<file path="config.mk">
export PLATFORM = sky130hd
export DESIGN_NAME = wheel_to_swipe_translator_top
export DESIGN_NICKNAME = d
export VERILOG_FILES = /design/src/hw/rtl/wst_pkg.sv /design/src/hw/rtl/wheel_to_swipe_translator_top.sv /design/src/hw/rtl/wst_front.sv /design/src/hw/rtl/wst_queue.sv /design/src/hw/rtl/wst_back.sv
export SDC_FILE = /design/constraint.sdc
export NUM_CORES = 1
export LEC_CHECK = 0
export CORE_ASPECT_RATIO = 1.75
export CORE_MARGIN = 3
export CORE_UTILIZATION = 50
export CTS_CLUSTER_DIAMETER = 30
export DETAILED_ROUTE_END_ITERATION = 7
export DONT_BUFFER_PORTS = 1
export GPL_ROUTABILITY_DRIVEN = 0
export PLACE_DENSITY = 0.76
export SLEW_MARGIN = 40
export SYNTH_ARGS = -nofsm -noshare
export SYNTH_HDL_FRONTEND = slang
export SYNTH_HIERARCHICAL = 1
export SYNTH_SLANG_ARGS = --single-unit
</file>
<file path="constraint.sdc">
create_clock -name clock -period 11 [get_ports clock]
set_input_delay 3.3 -clock clock [delete_from_list [all_inputs] [get_ports clock]]
set_output_delay 3.3 -clock clock [all_outputs]
set_load 0.01 [all_outputs]
</file>
<file path="src/hw/rtl/wst_pkg.sv">
// Shared types, constants and event codes of the wheel to swipe translator.
`timescale 1ns / 1ps

package wst_pkg;

   localparam int SCREEN_MAX_X = 1919;
   localparam int FINGER_GAP   = 200;
   localparam int POS_HI_RAW   = SCREEN_MAX_X - FINGER_GAP;
   localparam int POS_HI       = (POS_HI_RAW < 0) ? 0 : POS_HI_RAW;
   localparam int POS_HOME     = 960;
   localparam int POS_MAXV     = (POS_HI > POS_HOME) ? POS_HI : POS_HOME;
   localparam int POS_W        = $clog2(POS_MAXV + 1);

   localparam int TRACK_BASE = 100;
   localparam int Y_BASE     = 500;
   localparam int Y_STEP     = 100;

   localparam logic [15:0] IDLE_TIMEOUT_RESET  = 16'd500;
   localparam logic [7:0]  VERTICAL_GAIN_RESET = 8'h01;
   localparam logic [7:0]  PIXEL_GAIN_RESET    = 8'hFF;

   localparam logic [1:0] CSR_IDLE_TIMEOUT  = 2'd0;
   localparam logic [1:0] CSR_VERTICAL_GAIN = 2'd1;
   localparam logic [1:0] CSR_PIXEL_GAIN    = 2'd2;

   localparam logic [4:0] EV_SYN = 5'd0;
   localparam logic [4:0] EV_KEY = 5'd1;
   localparam logic [4:0] EV_REL = 5'd2;
   localparam logic [4:0] EV_ABS = 5'd3;

   localparam logic [9:0] CODE_HSCROLL       = 10'd6;
   localparam logic [9:0] CODE_VSCROLL       = 10'd8;
   localparam logic [9:0] CODE_VSCROLL_FINE  = 10'd11;
   localparam logic [9:0] CODE_HSCROLL_FINE  = 10'd12;
   localparam logic [9:0] CODE_TOUCH         = 10'd330;
   localparam logic [9:0] BTN_TOOL_DTAP      = 10'd333;
   localparam logic [9:0] CODE_SLOT          = 10'd47;
   localparam logic [9:0] ABS_MT_TRACK       = 10'd57;
   localparam logic [9:0] ABS_MT_POS_X       = 10'd53;
   localparam logic [9:0] ABS_MT_POS_Y       = 10'd54;
   localparam logic [9:0] CODE_SYNC          = 10'd0;

   localparam int Q_DEPTH = 4;
   localparam int Q_PTR_W = $clog2(Q_DEPTH);

   typedef enum logic [1:0] {
      CMD_PASS,
      CMD_MOVE,
      CMD_LIFT
   } cmd_kind_type;

   typedef struct packed {
      cmd_kind_type kind;
      logic         touch_down;
      logic [4:0]   ev_type;
      logic [9:0]   ev_code;
      logic [31:0]  value;
   } cmd_type;

endpackage

</file>
<file path="src/hw/rtl/wheel_to_swipe_translator_top.sv">
// Top level of the wheel to swipe translator.
// The request channel takes one word per cycle while req_stall is low: an
// input event (op low) or a millisecond tick (op high). A high-resolution
// horizontal wheel event moves the two virtual fingers and yields seven touch
// events, or thirteen when the fingers first go down. A tick at the idle
// timeout lifts the fingers with seven touch events. Plain horizontal wheel
// events are dropped; other events go to the mouse device as a single word.
// Classification, the gain multiplier and the touch state sit in the front
// end, which takes a word in every cycle while its four-entry command queue
// has room. The back end emits one result word per cycle from the queue head
// while the receiver does not stall, so the sustained rate is set by the
// result port. An accepted request is written into the queue, and its words
// are then registered from the queue head into the output register.
// While the receiver stalls, the output register holds its word and the queue
// fills; once it is full, req_stall rises.
// A synchronous reset empties the queue and the output register, puts the
// fingers up at the home position and restores the register defaults.
`timescale 1ns / 1ps

module wheel_to_swipe_translator_top (
   input  logic        clock,
   input  logic        reset,
   input  logic        req_valid,
   output logic        req_stall,
   input  logic        req_op,
   input  logic [4:0]  req_ev_type,
   input  logic [9:0]  req_ev_code,
   input  logic [31:0] req_ev_value,
   output logic        rsp_valid,
   input  logic        rsp_stall,
   output logic        rsp_dest,
   output logic [4:0]  rsp_out_type,
   output logic [9:0]  rsp_out_code,
   output logic [31:0] rsp_out_value,
   output logic        rsp_last,
   input  logic        csr_write_enable,
   input  logic [1:0]  csr_index,
   input  logic [15:0] csr_write_data
);

   logic             push, pop, not_empty, full;
   wst_pkg::cmd_type push_cmd, head_cmd;

   assign req_stall = full;

   wst_front u_front (
      .clock            (clock),
      .reset            (reset),
      .req_valid        (req_valid),
      .req_stall        (req_stall),
      .req_op           (req_op),
      .req_ev_type      (req_ev_type),
      .req_ev_code      (req_ev_code),
      .req_ev_value     (req_ev_value),
      .csr_write_enable (csr_write_enable),
      .csr_index        (csr_index),
      .csr_write_data   (csr_write_data),
      .push             (push),
      .push_cmd         (push_cmd)
   );

   wst_queue u_queue (
      .clock     (clock),
      .reset     (reset),
      .push      (push),
      .push_cmd  (push_cmd),
      .pop       (pop),
      .head_cmd  (head_cmd),
      .not_empty (not_empty),
      .full      (full)
   );

   wst_back u_back (
      .clock         (clock),
      .reset         (reset),
      .head_cmd      (head_cmd),
      .not_empty     (not_empty),
      .pop           (pop),
      .rsp_valid     (rsp_valid),
      .rsp_stall     (rsp_stall),
      .rsp_dest      (rsp_dest),
      .rsp_out_type  (rsp_out_type),
      .rsp_out_code  (rsp_out_code),
      .rsp_out_value (rsp_out_value),
      .rsp_last      (rsp_last)
   );

endmodule

</file>
<file path="src/hw/rtl/wst_front.sv">
// Front end: accepts words, holds the registers and touch state, and queues commands.
`timescale 1ns / 1ps

module wst_front (
   input  logic              clock,
   input  logic              reset,
   input  logic              req_valid,
   input  logic              req_stall,
   input  logic              req_op,
   input  logic [4:0]        req_ev_type,
   input  logic [9:0]        req_ev_code,
   input  logic [31:0]       req_ev_value,
   input  logic              csr_write_enable,
   input  logic [1:0]        csr_index,
   input  logic [15:0]       csr_write_data,
   output logic              push,
   output wst_pkg::cmd_type  push_cmd
);

   logic [15:0]                timeout_ff;
   logic [7:0]                 vgain_ff;
   logic [7:0]                 pgain_ff;
   logic                       touching_ff, touching_in;
   logic [wst_pkg::POS_W-1:0]  pos_ff, pos_in;
   logic [15:0]                idle_ff, idle_in;

   logic                       accept;
   logic                       is_rel, is_hires, is_hwheel, is_vert;
   logic signed [7:0]          gain_sel;
   logic signed [39:0]         prod;
   logic signed [40:0]         sum;
   logic [wst_pkg::POS_W-1:0]  pos_clamped;
   logic [15:0]                idle_inc;
   logic                       lift;

   assign accept    = req_valid && !req_stall;
   assign is_rel    = (req_ev_type == wst_pkg::EV_REL);
   assign is_hires  = is_rel && (req_ev_code == wst_pkg::CODE_HSCROLL_FINE);
   assign is_hwheel = is_rel && (req_ev_code == wst_pkg::CODE_HSCROLL);
   assign is_vert   = is_rel && ((req_ev_code == wst_pkg::CODE_VSCROLL) ||
                                 (req_ev_code == wst_pkg::CODE_VSCROLL_FINE));

   assign gain_sel = is_hires ? $signed(pgain_ff) : $signed(vgain_ff);
   assign prod     = $signed(req_ev_value) * gain_sel;
   assign sum      = $signed({{(41 - wst_pkg::POS_W){1'b0}}, pos_ff}) + $signed({prod[39], prod});

   always_comb begin
      if (sum[40]) begin
         pos_clamped = '0;
      end else if (sum > $signed(41'(wst_pkg::POS_HI))) begin
         pos_clamped = wst_pkg::POS_W'(wst_pkg::POS_HI);
      end else begin
         pos_clamped = sum[wst_pkg::POS_W-1:0];
      end
   end

   assign idle_inc = (idle_ff != 16'hFFFF) ? idle_ff + 16'd1 : idle_ff;
   assign lift     = (idle_inc >= timeout_ff);

   always_comb begin
      touching_in         = touching_ff;
      pos_in              = pos_ff;
      idle_in             = idle_ff;
      push                = 1'b0;
      push_cmd.kind       = wst_pkg::CMD_PASS;
      push_cmd.touch_down = !touching_ff;
      push_cmd.ev_type    = req_ev_type;
      push_cmd.ev_code    = req_ev_code;
      push_cmd.value      = req_ev_value;
      if (accept) begin
         if (req_op) begin
            if (touching_ff) begin
               if (lift) begin
                  push          = 1'b1;
                  push_cmd.kind = wst_pkg::CMD_LIFT;
                  touching_in   = 1'b0;
                  pos_in        = wst_pkg::POS_W'(wst_pkg::POS_HOME);
                  idle_in       = '0;
               end else begin
                  idle_in = idle_inc;
               end
            end
         end else if (is_hires) begin
            push           = 1'b1;
            push_cmd.kind  = wst_pkg::CMD_MOVE;
            push_cmd.value = {{(32 - wst_pkg::POS_W){1'b0}}, pos_clamped};
            pos_in         = pos_clamped;
            idle_in        = '0;
            touching_in    = 1'b1;
         end else if (!is_hwheel) begin
            push = 1'b1;
            if (is_vert) begin
               push_cmd.value = prod[31:0];
            end
         end
      end
   end

   always_ff @(posedge clock) begin
      if (reset) begin
         timeout_ff  <= wst_pkg::IDLE_TIMEOUT_RESET;
         vgain_ff    <= wst_pkg::VERTICAL_GAIN_RESET;
         pgain_ff    <= wst_pkg::PIXEL_GAIN_RESET;
         touching_ff <= 1'b0;
         pos_ff      <= wst_pkg::POS_W'(wst_pkg::POS_HOME);
         idle_ff     <= '0;
      end else begin
         touching_ff <= touching_in;
         pos_ff      <= pos_in;
         idle_ff     <= idle_in;
         if (csr_write_enable) begin
            case (csr_index)
               wst_pkg::CSR_IDLE_TIMEOUT:  timeout_ff <= csr_write_data;
               wst_pkg::CSR_VERTICAL_GAIN: vgain_ff   <= csr_write_data[7:0];
               wst_pkg::CSR_PIXEL_GAIN:    pgain_ff   <= csr_write_data[7:0];
               default: ;
            endcase
         end
      end
   end

endmodule

</file>
<file path="src/hw/rtl/wst_queue.sv">
// Short command queue between the front end and the event sequencer.
`timescale 1ns / 1ps

module wst_queue (
   input  logic              clock,
   input  logic              reset,
   input  logic              push,
   input  wst_pkg::cmd_type  push_cmd,
   input  logic              pop,
   output wst_pkg::cmd_type  head_cmd,
   output logic              not_empty,
   output logic              full
);

   wst_pkg::cmd_type               mem [wst_pkg::Q_DEPTH];
   logic [wst_pkg::Q_PTR_W-1:0]    wr_ptr_ff, rd_ptr_ff;
   logic [wst_pkg::Q_PTR_W:0]      count_ff, count_in;

   assign head_cmd  = mem[rd_ptr_ff];
   assign not_empty = (count_ff != '0);
   assign full      = (count_ff == (wst_pkg::Q_PTR_W + 1)'(wst_pkg::Q_DEPTH));

   always_comb begin
      count_in = count_ff;
      if (push && !pop) begin
         count_in = count_ff + 1'b1;
      end else if (pop && !push) begin
         count_in = count_ff - 1'b1;
      end
   end

   always_ff @(posedge clock) begin
      if (push) begin
         mem[wr_ptr_ff] <= push_cmd;
      end
   end

   always_ff @(posedge clock) begin
      if (reset) begin
         wr_ptr_ff <= '0;
         rd_ptr_ff <= '0;
         count_ff  <= '0;
      end else begin
         count_ff <= count_in;
         if (push) begin
            wr_ptr_ff <= wr_ptr_ff + 1'b1;
         end
         if (pop) begin
            rd_ptr_ff <= rd_ptr_ff + 1'b1;
         end
      end
   end

endmodule

</file>
<file path="src/hw/rtl/wst_back.sv">
// Back end: steps through the events of each queued command into the output register.
`timescale 1ns / 1ps

module wst_back (
   input  logic              clock,
   input  logic              reset,
   input  wst_pkg::cmd_type  head_cmd,
   input  logic              not_empty,
   output logic              pop,
   output logic              rsp_valid,
   input  logic              rsp_stall,
   output logic              rsp_dest,
   output logic [4:0]        rsp_out_type,
   output logic [9:0]        rsp_out_code,
   output logic [31:0]       rsp_out_value,
   output logic              rsp_last
);

   logic [3:0]  step_ff, step_in;
   logic [3:0]  idx;
   logic        advance;
   logic        dest;
   logic [4:0]  ev_type;
   logic [9:0]  ev_code;
   logic [31:0] ev_value;
   logic        is_last;
   logic        rsp_valid_ff;
   logic        dest_ff, last_ff;
   logic [4:0]  type_ff;
   logic [9:0]  code_ff;
   logic [31:0] value_ff;

   assign advance = !rsp_valid_ff || !rsp_stall;
   assign idx     = (head_cmd.kind == wst_pkg::CMD_MOVE && !head_cmd.touch_down) ?
                    step_ff + 4'd6 : step_ff;

   always_comb begin
      dest     = 1'b0;
      ev_type  = wst_pkg::EV_ABS;
      ev_code  = wst_pkg::CODE_SLOT;
      ev_value = '0;
      is_last  = 1'b0;
      case (head_cmd.kind)
         wst_pkg::CMD_PASS: begin
            dest     = 1'b1;
            ev_type  = head_cmd.ev_type;
            ev_code  = head_cmd.ev_code;
            ev_value = head_cmd.value;
            is_last  = 1'b1;
         end
         wst_pkg::CMD_MOVE: begin
            case (idx)
               4'd0: begin
                  ev_type  = wst_pkg::EV_KEY;
                  ev_code  = wst_pkg::CODE_TOUCH;
                  ev_value = 32'd1;
               end
               4'd1: begin
                  ev_type  = wst_pkg::EV_KEY;
                  ev_code  = wst_pkg::BTN_TOOL_DTAP;
                  ev_value = 32'd1;
               end
               4'd2: ev_value = 32'd0;
               4'd3: begin
                  ev_code  = wst_pkg::ABS_MT_TRACK;
                  ev_value = 32'(wst_pkg::TRACK_BASE);
               end
               4'd4: ev_value = 32'd1;
               4'd5: begin
                  ev_code  = wst_pkg::ABS_MT_TRACK;
                  ev_value = 32'(wst_pkg::TRACK_BASE + 1);
               end
               4'd6: ev_value = 32'd0;
               4'd7: begin
                  ev_code  = wst_pkg::ABS_MT_POS_X;
                  ev_value = head_cmd.value;
               end
               4'd8: begin
                  ev_code  = wst_pkg::ABS_MT_POS_Y;
                  ev_value = 32'(wst_pkg::Y_BASE);
               end
               4'd9: ev_value = 32'd1;
               4'd10: begin
                  ev_code  = wst_pkg::ABS_MT_POS_X;
                  ev_value = head_cmd.value + 32'(wst_pkg::FINGER_GAP);
               end
               4'd11: begin
                  ev_code  = wst_pkg::ABS_MT_POS_Y;
                  ev_value = 32'(wst_pkg::Y_BASE + wst_pkg::Y_STEP);
               end
               default: begin
                  ev_type = wst_pkg::EV_SYN;
                  ev_code = wst_pkg::CODE_SYNC;
                  is_last = 1'b1;
               end
            endcase
         end
         default: begin
            case (idx)
               4'd0: ev_value = 32'd0;
               4'd1: begin
                  ev_code  = wst_pkg::ABS_MT_TRACK;
                  ev_value = 32'hFFFF_FFFF;
               end
               4'd2: ev_value = 32'd1;
               4'd3: begin
                  ev_code  = wst_pkg::ABS_MT_TRACK;
                  ev_value = 32'hFFFF_FFFF;
               end
               4'd4: begin
                  ev_type = wst_pkg::EV_KEY;
                  ev_code = wst_pkg::CODE_TOUCH;
               end
               4'd5: begin
                  ev_type = wst_pkg::EV_KEY;
                  ev_code = wst_pkg::BTN_TOOL_DTAP;
               end
               default: begin
                  ev_type = wst_pkg::EV_SYN;
                  ev_code = wst_pkg::CODE_SYNC;
                  is_last = 1'b1;
               end
            endcase
         end
      endcase
   end

   assign pop = advance && not_empty && is_last;

   always_comb begin
      step_in = step_ff;
      if (advance && not_empty) begin
         step_in = is_last ? 4'd0 : step_ff + 4'd1;
      end
   end

   always_ff @(posedge clock) begin
      if (advance && not_empty) begin
         dest_ff  <= dest;
         type_ff  <= ev_type;
         code_ff  <= ev_code;
         value_ff <= ev_value;
         last_ff  <= is_last;
      end
   end

   always_ff @(posedge clock) begin
      if (reset) begin
         rsp_valid_ff <= 1'b0;
         step_ff      <= '0;
      end else begin
         step_ff <= step_in;
         if (advance) begin
            rsp_valid_ff <= not_empty;
         end
      end
   end

   assign rsp_valid     = rsp_valid_ff;
   assign rsp_dest      = dest_ff;
   assign rsp_out_type  = type_ff;
   assign rsp_out_code  = code_ff;
   assign rsp_out_value = value_ff;
   assign rsp_last      = last_ff;

endmodule

</file>
Word-level counts from Yosys, hierarchy flattened
Memories as Yosys holds them, arrays and structs flattened. A register that Yosys moved wholly into a read port is not among the register bits.
Cells that the tools add are included.
Widths: inputs -> output; s select.
{"block": "totals", "regBits": 121, "mem_bits_rw": 200, "in_bits": 71, "word_cells": 148, "n_memories": 1}
{"block": "classes", "addsub": 9, "multipliers": 1, "order_cmp": 2, "eq_ne": 23, "muxes": 53, "n_reduce_logical": 43}
{"name": "u_queue.mem", "depth": 4, "word_bits": 50, "read_ports": 1, "rd_ports_with_merged_regs": 1, "wr": 1, "line": "wst_queue.sv:15", "source": "wst_pkg::cmd_type mem [wst_pkg::Q_DEPTH];"}
{"operator": "$pmux 32 s7", "count": 1}
{"operator": "$mux 32", "count": 5}
{"operator": "$pmux 32 s2", "count": 2}
{"operator": "$mux 16", "count": 5}
{"operator": "$mux 11", "count": 6}
{"operator": "$pmux 9 s6", "count": 1}
{"operator": "$add 12x40->41", "count": 1}
{"operator": "$gt 41x12->1 const B", "count": 1}
{"operator": "$mul 32x8->40", "count": 1}
{"operator": "$pmux 9 s4", "count": 1}
{"operator": "$add 32x8->32 const B", "count": 1}
{"operator": "$eq 10x4->1 const B", "count": 3}
{"operator": "$pmux 10 s2", "count": 1}
{"operator": "$add 16x1->16 const B", "count": 1}
{"operator": "$eq 4x3->1 const B", "count": 4}
{"operator": "$eq 4x4->1 const B", "count": 4}
{"operator": "$ge 16x16->1", "count": 1}
{"operator": "$mux 1", "count": 16}
{"operator": "$ne 16x16->1 const B", "count": 1}
{"operator": "$reduce_or 2->1", "count": 7}
{"operator": "$mux 2", "count": 6}
{"operator": "$reduce_or 12->1", "count": 1}
{"operator": "$reduce_or 4->1", "count": 3}
{"operator": "$eq 10x3->1 const B", "count": 1}
{"operator": "30 further kinds", "count": 57}

Longest topological paths before layout
Gate-level depths: netlist of the first run.
{"block": "depth", "word_depth": 11, "mapped_depth": 35, "depth_no_buf": 31}

Modules after synthesis
Netlist of the first run, hierarchy kept.
{"mod": "wst_front", "n_inst": 1, "cells_each": 1827, "area_each_um2": 14815.5}
{"mod": "wst_queue", "n_inst": 1, "cells_each": 306, "area_each_um2": 7702.4}
{"mod": "wst_back", "n_inst": 1, "cells_each": 420, "area_each_um2": 3833.7}

Least setup slack after synthesis of the first run
Ideal clock, no wire load.
{"block": "synth_timing", "kind": "input-to-reg", "startpoint": "input req_ev_code[6]", "endpoint": "memory u_queue/mem[0][7] (netlist name), data pin", "arrival_ps": 11092, "setup_slack_ps": -376, "cell_stages": 33, "path_buffers": 4, "cell_sequence": "nor4_1 and4_1 nand2_1 nor3_1 clkbuf_1 mux2i_1 clkbuf_1 nand2b_1 fa_1 fa_1 inv_1 fa_1 inv_1 fa_1 inv_1 ha_1 a21oi_1 xnor2_1 ha_1 a21oi_1 o21ai_0 a31oi_1 o21ai_1 and4_1 or4b_1 mux2i_1 o21ai_0 nor4b_1 o2111ai_1 or2_1 buf_6 buf_6 a2bb2oi_1"}
{"element": "start, declared", "line": "wheel_to_swipe_translator_top.sv:27", "source": "input logic [9:0] req_ev_code,"}
{"element": "end, declared", "line": "wst_queue.sv:15"}

Final worst setup path of the first run
{"block": "layout_timing", "startpoint": "input req_ev_code[9]", "endpoint": "register u_front/pos_ff[3] (netlist name)"}
{"block": "layout_via", "elab_chain_len": 10, "elab_cells_between_ends": 12}
{"element": "$eq 10x4->1 *", "line": "wst_front.sv:38", "source": "assign is_hires = is_rel && (req_ev_code == wst_pkg::CODE_HSCROLL_FINE);"}
{"element": "$logic_and 1x1->1 *", "line": "wst_front.sv:38"}
{"element": "$mux 8", "line": "wst_front.sv:43", "source": "assign gain_sel = is_hires ? $signed(pgain_ff) : $signed(vgain_ff);"}
{"element": "$mul 32x8->40", "line": "wst_front.sv:44", "source": "assign prod = $signed(req_ev_value) * gain_sel;"}
{"element": "$add 12x40->41", "line": "wst_front.sv:45", "source": "assign sum = $signed({{(41 - wst_pkg::POS_W){1'b0}}, pos_ff}) + $signed({prod[39], prod});"}
{"element": "$gt 41x12->1", "line": "wst_front.sv:50", "source": "end else if (sum > $signed(41'(wst_pkg::POS_HI))) begin"}
{"element": "$mux 11", "line": "wst_front.sv:50"}
{"element": "$mux 11", "line": "wst_front.sv:48", "source": "if (sum[40]) begin"}
{"element": "$mux 11", "line": "wst_front.sv:83", "source": "end else if (is_hires) begin"}
{"element": "$mux 11", "line": "wst_front.sv:71", "source": "if (req_op) begin"}
{"element": "end signal, assigned", "line": "wst_front.sv:105", "source": "pos_ff <= wst_pkg::POS_W'(wst_pkg::POS_HOME);"}
{"element": "end signal, assigned", "line": "wst_front.sv:109", "source": "pos_ff <= pos_in;"}
{"element": "end, declared", "line": "wst_front.sv:24", "source": "logic [wst_pkg::POS_W-1:0] pos_ff, pos_in;"}
Mark *: on every way between the ends. The rest lies on a longest branch, timed or not. The select of a mux whose other input is x is not followed.
A chain may end at the register's enable or synchronous reset.

==> results, run 1 <==
- Of the cells placed in the final design, the portion with a size suffix greater than 1 is a little under a fifth.
- The number of buffers inserted during clock tree synthesis is 47.
- The floorplan has 110 rows.
- The sequential-to-total area share from yosys stat is around 34%.
- The later pin in the worst-skew pair is clocked with a latency of 0.56 ns.
- STA classifies the critical path endpoint as a flip-flop.
- Across the VDD grid, the largest voltage drop is 0.120 mV.
- Yosys mapped the design onto about 120 distinct sky130hd cell types.
- Across the run, the number of max-cap violations was 0.
- In this run the register-to-register setup slack is about 3.8 ns.
- Leaving out filler cells and counting taps, the final layout contains between 3000 and 4000.
- In the finished design, the share of the clock period the worst path needs comes to a little over nine tenths.
- Across all hold checks on the routed design, the worst slack comes to 0.450 ns.
- The clock-pin slew of the registers on the worst-case setup and hold paths is approximately 0.060 ns.
- TritonCTS built the clock tree.
- Dividing the synthesized area by the synthesized cell count gives 10.3 um2.
- The proportion of synthesized flip-flops having asynchronous set or reset is 0%.
- Summing all non-filler instances in the final layout gives an area of approximately 0.030 mm2.
- The root buffer selected by CTS is sky130_fd_sc_hd__clkbuf_16.
- In this run, synthesis produced a sequential element count of 323.
- Entering global routing, the biggest net connects 72 pins.
- The floorplan die area is between 0.05 and 0.06 mm2.
- The number of antenna violations at the first check in global routing is 1.
- The leakage power figure is between 0.01 and 0.015 uW.
- CTS saw roughly 320 sinks.
- The global-route wire length before repair is 114000 um.
- The highest metal layer carrying signal wires in the routed design is met5.
- The Yosys step of the flow raised 6 warnings.
- The final HPWL from detailed placement is between 50000 and 60000 um.
- The total core area is 0.0517 mm2.
- On the final layout, the worst clock skew is roughly 0.028 ns.
- When the netlist entered floorplanning its net count stood at 2939.
- The run finished with clean final reports.
- From synthesis to final layout, the design area changed by 15.5%.
- The achievable clock frequency is ~93 MHz.
- Detailed routing inserted a total of 20705 vias.
- The required time at the worst-slack endpoint is between 10 and 15 ns.
- The total overflow reported by the global router is 0.
- The number of enable flip-flop cells after synthesis is ~250.
- 0 antenna diodes ended up in the layout.
- The via count normalized by instance count is roughly 6.0.
- In this run, the number of DRC markers left after iteration 0 of detailed routing was 1655.
- The number of nets in the layout is ~3100.
- The most used flip-flop cell after synthesis is sky130_fd_sc_hd__edfxtp_1.
- The arrival time of the worst setup path is 11.20 ns.
- In this run the power density over the cells is 164 mW/mm2.
- The via count of the first global-routing pass was 21890.
- The hold violation count in the final report is 0.
- The antenna violation net count after detailed routing is 0.
- The max-slew headroom at the worst pin is 38.6%.
- The initial core utilization is about half.
- The final number of setup-violating endpoints is 0.
- The total cell area at the placement stage is between 0.02 and 0.03 mm2.
- The largest fanout of any net on the critical path is 26.
- The number of input and output port buffers inserted is 0.
- The cell count after synthesis came out at roughly 2600.
- In the layout the commonest cells are sky130_fd_sc_hd__inv_1, sky130_fd_sc_hd__edfxtp_1, sky130_fd_sc_hd__buf_4, sky130_fd_sc_hd__fa_1, sky130_fd_sc_hd__nand2_1.
- The H-tree was split into 2 levels.
- The routed wire length on met3 is just under 4000 um.
- Leaving out fill and tap cells, the most frequent cell in the layout is sky130_fd_sc_hd__inv_1.
- The detailed-route wire length per cell is 20.6 um.
- Setup repair after global routing left no endpoint under its margin.
- The total routed wire length on the met1 layer is 25700 um.
- The worst setup path is launched from an input port.
- The total routing usage reported by global routing is 25.1%.
- The final max-slew violation count is 0.
- In the routed design, unresolved DRC markers number 0.
- The synthesized netlist occupies a cell area of about 0.026 mm2.
- The final wirelength is 71000 um.
- The critical path in this run is classified as in2reg.
- The worst hold path belongs to the class reg2reg.
- After detailed routing, the met2 layer carries between 30000 and 40000 um of wire.
- Hold repair after CTS inserted 0 buffers.
- Counting tap cells, the placed design contains a total of about 3400 instances.
- The overall die width is about 180 um.
- The maximum number of buffers from clock root to sink is 3.
- The first-pass detailed-route iteration total is 8.
- At the pin with the least slew margin, the transition time is 0.917 ns.
- The floorplan step set the die height to ~310 um.
- The shortest clock period the worst path allows after layout is around 11 ns.
- The top-level I/O count is approximately 120.
-- sequential cells by signal, summed over array words and instances, names as in the netlist, 2 cells and up, named ones only --
signal / cells
u_front/pgain_ff: 8
u_back/rsp_out_code: 10
u_queue/count_ff: 3
u_queue/mem: 200
u_front/idle_ff: 16
u_front/pos_ff: 11
u_front/timeout_ff: 16
u_back/step_ff: 4
u_queue/wr_ptr_ff: 2
u_back/rsp_out_type: 5
u_front/vgain_ff: 8
u_back/rsp_out_value: 32
u_queue/rd_ptr_ff: 2
-- path summary, 6_finish.rpt --
kind	end	startpoint	cells past startpoint
setup reg to reg	u_front/pos_ff[3]	u_front/pgain_ff[7]	28
hold / removal	u_front/timeout_ff[9]	u_front/timeout_ff[9]	2
setup / recovery	u_front/pos_ff[3]	req_ev_code[9]	28
hold reg to reg	u_front/timeout_ff[9]	u_front/timeout_ff[9]	2
-- worst max-delay path: stages --
cell and delay [ns]:
sky130_fd_sc_hd__nor4_1 0.30, sky130_fd_sc_hd__and4_2 0.32, sky130_fd_sc_hd__nand2_1 0.09, sky130_fd_sc_hd__nor3_4 0.21
sky130_fd_sc_hd__buf_12 0.17, sky130_fd_sc_hd__mux2_2 0.40, sky130_fd_sc_hd__buf_12 0.18, sky130_fd_sc_hd__and2_1 0.18
sky130_fd_sc_hd__fa_1 0.50, sky130_fd_sc_hd__fa_1 0.52, sky130_fd_sc_hd__fa_1 0.55, sky130_fd_sc_hd__inv_1 0.05
sky130_fd_sc_hd__fa_1 0.53, sky130_fd_sc_hd__inv_1 0.04, sky130_fd_sc_hd__ha_1 0.39, sky130_fd_sc_hd__and4_1 0.26
sky130_fd_sc_hd__and3_1 0.18, sky130_fd_sc_hd__a32oi_2 0.27, sky130_fd_sc_hd__a31oi_1 0.16, sky130_fd_sc_hd__or2_1 0.28
sky130_fd_sc_hd__or3_1 0.47, sky130_fd_sc_hd__nor4b_4 0.34, sky130_fd_sc_hd__nand3_1 0.17, sky130_fd_sc_hd__a2111oi_4 0.30
sky130_fd_sc_hd__o2111ai_1 0.19, sky130_fd_sc_hd__or2_4 0.34, sky130_fd_sc_hd__buf_4 0.19, sky130_fd_sc_hd__o41ai_1 0.30
-- metrics by stage --
step                      setup WS (ns)  setup TNS [ns]  utilization, %  total power [uW]
after floorplan                  0.0309               0               -              2890
after global placement           -0.631          -20.44            55.3              3450
after detailed placement         -0.721          -27.07            55.4              3510
after CTS                        0.0519               0            58.4              4980
after global routing             0.0212               0            58.8              5270
final                             0.226               0            58.8              5010
-- final cells by class --
class | count | area (um2)
fill | 4226 | 21300
inverter | 325 | 1220
clock inverter | 33 | 333
multi-input combinational | 1778 | 15800
timing repair buffer | 256 | 2040
sequential | 323 | 8960
clock buffer | 54 | 1230
tap | 672 | 841
-- synthesized netlist by cell type (67+ instances only) --
cell type | count | area (um2)
sky130_fd_sc_hd__nand2_1 | 175 | 657
sky130_fd_sc_hd__and2_1 | 130 | 813
sky130_fd_sc_hd__edfxtp_1 | 249 | 7480
sky130_fd_sc_hd__clkbuf_1 | 74 | 278
sky130_fd_sc_hd__a21oi_1 | 121 | 606
sky130_fd_sc_hd__dfxtp_1 | 74 | 1480
sky130_fd_sc_hd__o21ai_0 | 67 | 335
sky130_fd_sc_hd__ha_1 | 114 | 1430
sky130_fd_sc_hd__inv_1 | 324 | 1220
sky130_fd_sc_hd__fa_1 | 201 | 4020
sky130_fd_sc_hd__nor2_1 | 142 | 533
sky130_fd_sc_hd__nor2b_1 | 105 | 657
-- layer usage --
layer	up-vias	global-route usage (%)
met5	-	0
met2	953	47.0
li1	9302	-
met3	296	3.93
met1	10152	27.7
met4	2	12.5
-- logic make-up after synthesis --
kind of cell               synth area share, %
AOI/OAI and AO/OA                         12.6
xor gates and xnor gates                  2.22
adders and majority gates                 20.7
buffers and inverters                     7.21
DFF                                       34.0
muxes                                     5.46
and+or+nand+nor                           17.8
-- where the power goes --
group / internal (uW) / total, uW / switching [uW]
Sequential: 1540 / 1660 / 127
Clock: 876 / 1450 / 577
Combinational: 799 / 1890 / 1090
-- what timing repair did --
action                                  CTS  global route
gates cloned                              0             0
buffers inserted                          0             3
hold endpoints to repair                  0             0
pin swaps                                 0             6
endpoints found under the setup margin   12            55
resized for setup                         4            38
(Power assumes the default switching activity.)
==> run 2: changes to the inputs <==
--- a/config.mk
+++ b/config.mk
@@ -7,13 +7,13 @@
 export LEC_CHECK = 0
 export CORE_ASPECT_RATIO = 1.75
 export CORE_MARGIN = 3
-export CORE_UTILIZATION = 50
+export CORE_UTILIZATION = 60
 export CTS_CLUSTER_DIAMETER = 30
 export DETAILED_ROUTE_END_ITERATION = 7
 export DONT_BUFFER_PORTS = 1
 export GPL_ROUTABILITY_DRIVEN = 0
-export PLACE_DENSITY = 0.76
-export SLEW_MARGIN = 40
+export PLACE_DENSITY = 0.87
+export SLEW_MARGIN = 10
 export SYNTH_ARGS = -nofsm -noshare
 export SYNTH_HDL_FRONTEND = slang
 export SYNTH_HIERARCHICAL = 1
==> run 2 against run 1 <==
Effect of this change:
- the run now ends with design-rule violations, negative setup slack left
- hold slack worse by 0.0018 ns
- die area decreased by 16%
- sequential power up 2%
- utilization rose by 10 points
==> results, run 2 (synthesis results as in run 1) <==
- The via count normalized by instance count is approximately 6.6.
- The H-tree was split into 2 levels.
- The number of nets in the layout is approximately 3100.
- The transition at the pin with the smallest max-transition slack is 1.20 ns.
- The design area is about 0.03 mm2.
- The shortest clock period the worst path allows after layout is around 11 ns.
- The source of the critical timing path is req_ev_code[6].
- The cell depth of the worst flop-to-flop path is 23.
- In this run the power spent charging and discharging nets is between 1500 and 2000 uW.
- Counting the buffers created by CTS gives 38.
- The number of antenna diodes in the final layout is 0.
- The worst pin sits at a relative slew slack of roughly a fifth.
- The startpoint identified for the worst register-to-register timing path is u_front/vgain_ff[4].
- At the end of the flow the core is filled with cells to between 60% and 70%.
- The first global-routing pass estimated roughly 120000 um of wire.
- The clock passes through at most 3 buffers.
- The total core area is 0.0433 mm2.
- The worst setup path is captured at a flip-flop.
- Setup violations remaining at the end of the flow were counted as 6.
- Clock-pin slew was measured on the worst setup and hold paths at 0.05 ns.
- The number of hold buffers added after CTS was 0.
- Global routing finished with a remaining overflow of 0.
- Pin placement for this block handled roughly 120 I/O pins.
- Measured along the x axis, the die boundary spans roughly 160 um.
- Once the floorplan was initialized, standard cells occupied between 60% and 70% of the core.
- Buffers placed on the I/O ports in this run total 0.
- The cell-internal power is 3050 uW.
- The area used by multi-input combinational logic is roughly 0.016 mm2.
- Wires add up to 74900 um.
- The count of nets left with antenna violations once routing finished came out at 0.
- The die covers 0.0466 mm2.
- For the worst setup path, the data arrival time is roughly 11 ns.
- The setup slack after layout is -0.0554 ns.
- The vias after detailed routing is between 20000 and 25000.
- The run finished, with violations left.
- The first-pass detailed-route iteration total is 8.
- The number of rows in the core area is around 100.
- The later pin in the worst-skew pair is clocked with a latency of between 0.5 and 0.6 ns.
- In this run the worst path has a maximum fanout of 21.
- The worst register-to-register path has a setup slack of 3.56 ns.
- The startpoint identified for the worst hold timing path is u_front/timeout_ff[14].
- The path length in cells of the critical path is 30.
- The number of clock sinks is between 300 and 400.
- After legalization and detailed placement, the total HPWL measured roughly 53000 um.
- The violation count after the first detailed-routing iteration is about 2600.
- TritonCTS built the clock tree.
- The number of antenna violations at the first check in global routing is 0.
- From bottom edge to top edge, the die measures ~280 um.
- Across the run, the number of max-cap violations was 0.
- The most common cell after layout, fill and taps aside is sky130_fd_sc_hd__inv_1.
- Between clock sinks in the finished design, the worst skew comes to between 0.02 and 0.03 ns.
- The standard cell with the maximum stage delay on the critical path is sky130_fd_sc_hd__fa_1.
- The worst setup path is of the in2reg kind.
- The fraction of power consumed by sequential logic is between 30% and 40%.
- The remaining design rule violation count is 15.
- Power spread over the standard cell area amounts to approximately 160 mW/mm2.
- The delay contributed by the slowest stage of the critical path is about 0.55 ns.
- Combinational cells account for approximately 40% of the total power.
- From synthesis to final layout, the design area changed by 13.4%.
- The leakage power figure is roughly 0.012 uW.
- The achievable clock frequency is between 90 and 100 MHz.
- The worst hold path belongs to the class reg2reg.
- At the worst endpoint, the required time is around 11 ns.
- The checks that failed: design-rule violations, negative setup slack.
- The worst-case vdd ir drop is between 0.15 and 0.2 mV.
- The final max-slew violation count is 0.
- The area taken by flip-flops and latches is between 0.008 and 0.009 mm2.
- Of the cells placed in the final design, the portion with a size suffix greater than 1 is ~17%.
- The number of buffers and inverters on the critical path is 7.
- The flip-flop count of the largest register, all copies and words added is 200.
- Entering global routing, the biggest net connects 72 pins.
- Counting the fill cells in the layout gives 2870.
- The via count of the first global-routing pass is 22372.
- The depth of the worst hold-timing path is 2.
- The total cell area at the placement stage is approximately 0.028 mm2.
- The portion of total power attributed to the clock network is between 20% and 30%.
- Of the total power, the share spent switching nets is a little under two fifths.
- The library cells used most frequently in the layout, excluding fill and tap cells, are sky130_fd_sc_hd__inv_1, sky130_fd_sc_hd__edfxtp_1, sky130_fd_sc_hd__buf_4, sky130_fd_sc_hd__fa_1, sky130_fd_sc_hd__nand2_1.
- In the global route stage, overall resource usage came out at approximately 31%.
- The hold violation count in the final report came to 0.
- The kind of cell with the highest combined delay along the critical path is simple AND/OR/NAND/NOR gates.
- More flip-flops sit in one register than any other, and that register is u_queue/mem.
- The final critical-path share of the clock period is 101%.
- The root buffer selected by CTS is sky130_fd_sc_hd__clkbuf_16.
- The cell that appears most often on the critical path is sky130_fd_sc_hd__fa_1.
- The kind of launch point of the worst setup path is an input port.
- The detailed-route wire length per cell is around 23 um.
run 2: cell count changes in the layout (fill, tap and decap cells not counted), sizes merged:
cell	delta
buf	-37
clkbuf	-8
inv	-6
clkinvlp	-4
clkinv	+1
or2	+1
run 2: layer usage:
metal	wire length, um	vias up	global-route usage [%]	part of all wire, %
met1	25300	10414	34.7	34
met5	0	-	0	0
li1	-	9209	-	-
met2	38000	1538	55.1	51
met3	6370	471	5.95	8.5
met4	5290	0	18.3	7.1
run 2: timing repair:
item                                    in CTS  in global routing
buffers inserted                             0                  4
resized for setup                            2                 63
pin swaps                                    0                 11
endpoints found under the hold margin        0                  0
endpoints found under the setup margin       3                 55
cloned                                       0                  1
run 2: worst register-to-register path, stage by stage, from the launching register on:
cell                        delay (ns)
sky130_fd_sc_hd__dfxtp_1          0.32
sky130_fd_sc_hd__mux2_4           0.33
sky130_fd_sc_hd__buf_12           0.17
sky130_fd_sc_hd__and2_1           0.18
sky130_fd_sc_hd__fa_1             0.56
sky130_fd_sc_hd__fa_1             0.44
sky130_fd_sc_hd__fa_1             0.55
sky130_fd_sc_hd__inv_1            0.05
sky130_fd_sc_hd__fa_1             0.53
sky130_fd_sc_hd__inv_1            0.05
sky130_fd_sc_hd__ha_1             0.38
sky130_fd_sc_hd__a21oi_1          0.24
sky130_fd_sc_hd__o21ai_1          0.16
sky130_fd_sc_hd__a32oi_2          0.35
sky130_fd_sc_hd__a31oi_1          0.21
sky130_fd_sc_hd__or2_1            0.30
sky130_fd_sc_hd__or3_1            0.45
sky130_fd_sc_hd__nor4b_4          0.40
sky130_fd_sc_hd__nand3_1          0.22
sky130_fd_sc_hd__a2111oi_4        0.36
sky130_fd_sc_hd__o2111ai_2        0.24
sky130_fd_sc_hd__or2_4            0.38
sky130_fd_sc_hd__buf_4            0.19
sky130_fd_sc_hd__o41ai_4          0.26
run 2: power by group through the flow:
| stage | Sequential (uW) | Clock [uW] | Combinational (uW) |
|---|---|---|---|
| after floorplan | 1650 | 0 | 1240 |
| after global placement | 1720 | 0 | 1660 |
| after detailed placement | 1730 | 0 | 1740 |
| after CTS | 1710 | 1280 | 1760 |
| after global routing | 1730 | 1340 | 2030 |
| final | 1700 | 1270 | 1900 |
run 2: layout make-up:
cell class	count	share of cell area, %
clock buffer	46	3.35
sequential	323	30.0
tap	566	2.37
clock inverter	24	1.06
multi-input combinational	1779	53.3
inverter	325	4.08
timing repair buffer	219	5.85
run 2: path summary, 6_finish.rpt:
| kind | end |
|---|---|
| worst min register to register | u_front/timeout_ff[14] |
| worst max register to register | u_front/pos_ff[3] |
| worst min-delay path | u_front/timeout_ff[14] |
| worst max-delay path | u_front/pos_ff[3] |
run 2: through the flow:
stage          worst slack [ns]  setup TNS, ns  instances  total power, uW  hold slack (ns)
3_5_place_dp             -0.505         -21.96       3207             3470            0.441
4_1_cts                  0.0824              0       3277             4750            0.448
3_3_place_gp             -0.225          -9.43       3207             3390            0.438
5_1_grt                  -0.125          -2.57       3282             5100            0.467
2_1_floorplan            0.0309              0       2553             2890            0.426
6_report                -0.0554        -0.0893       3282             4870            0.448
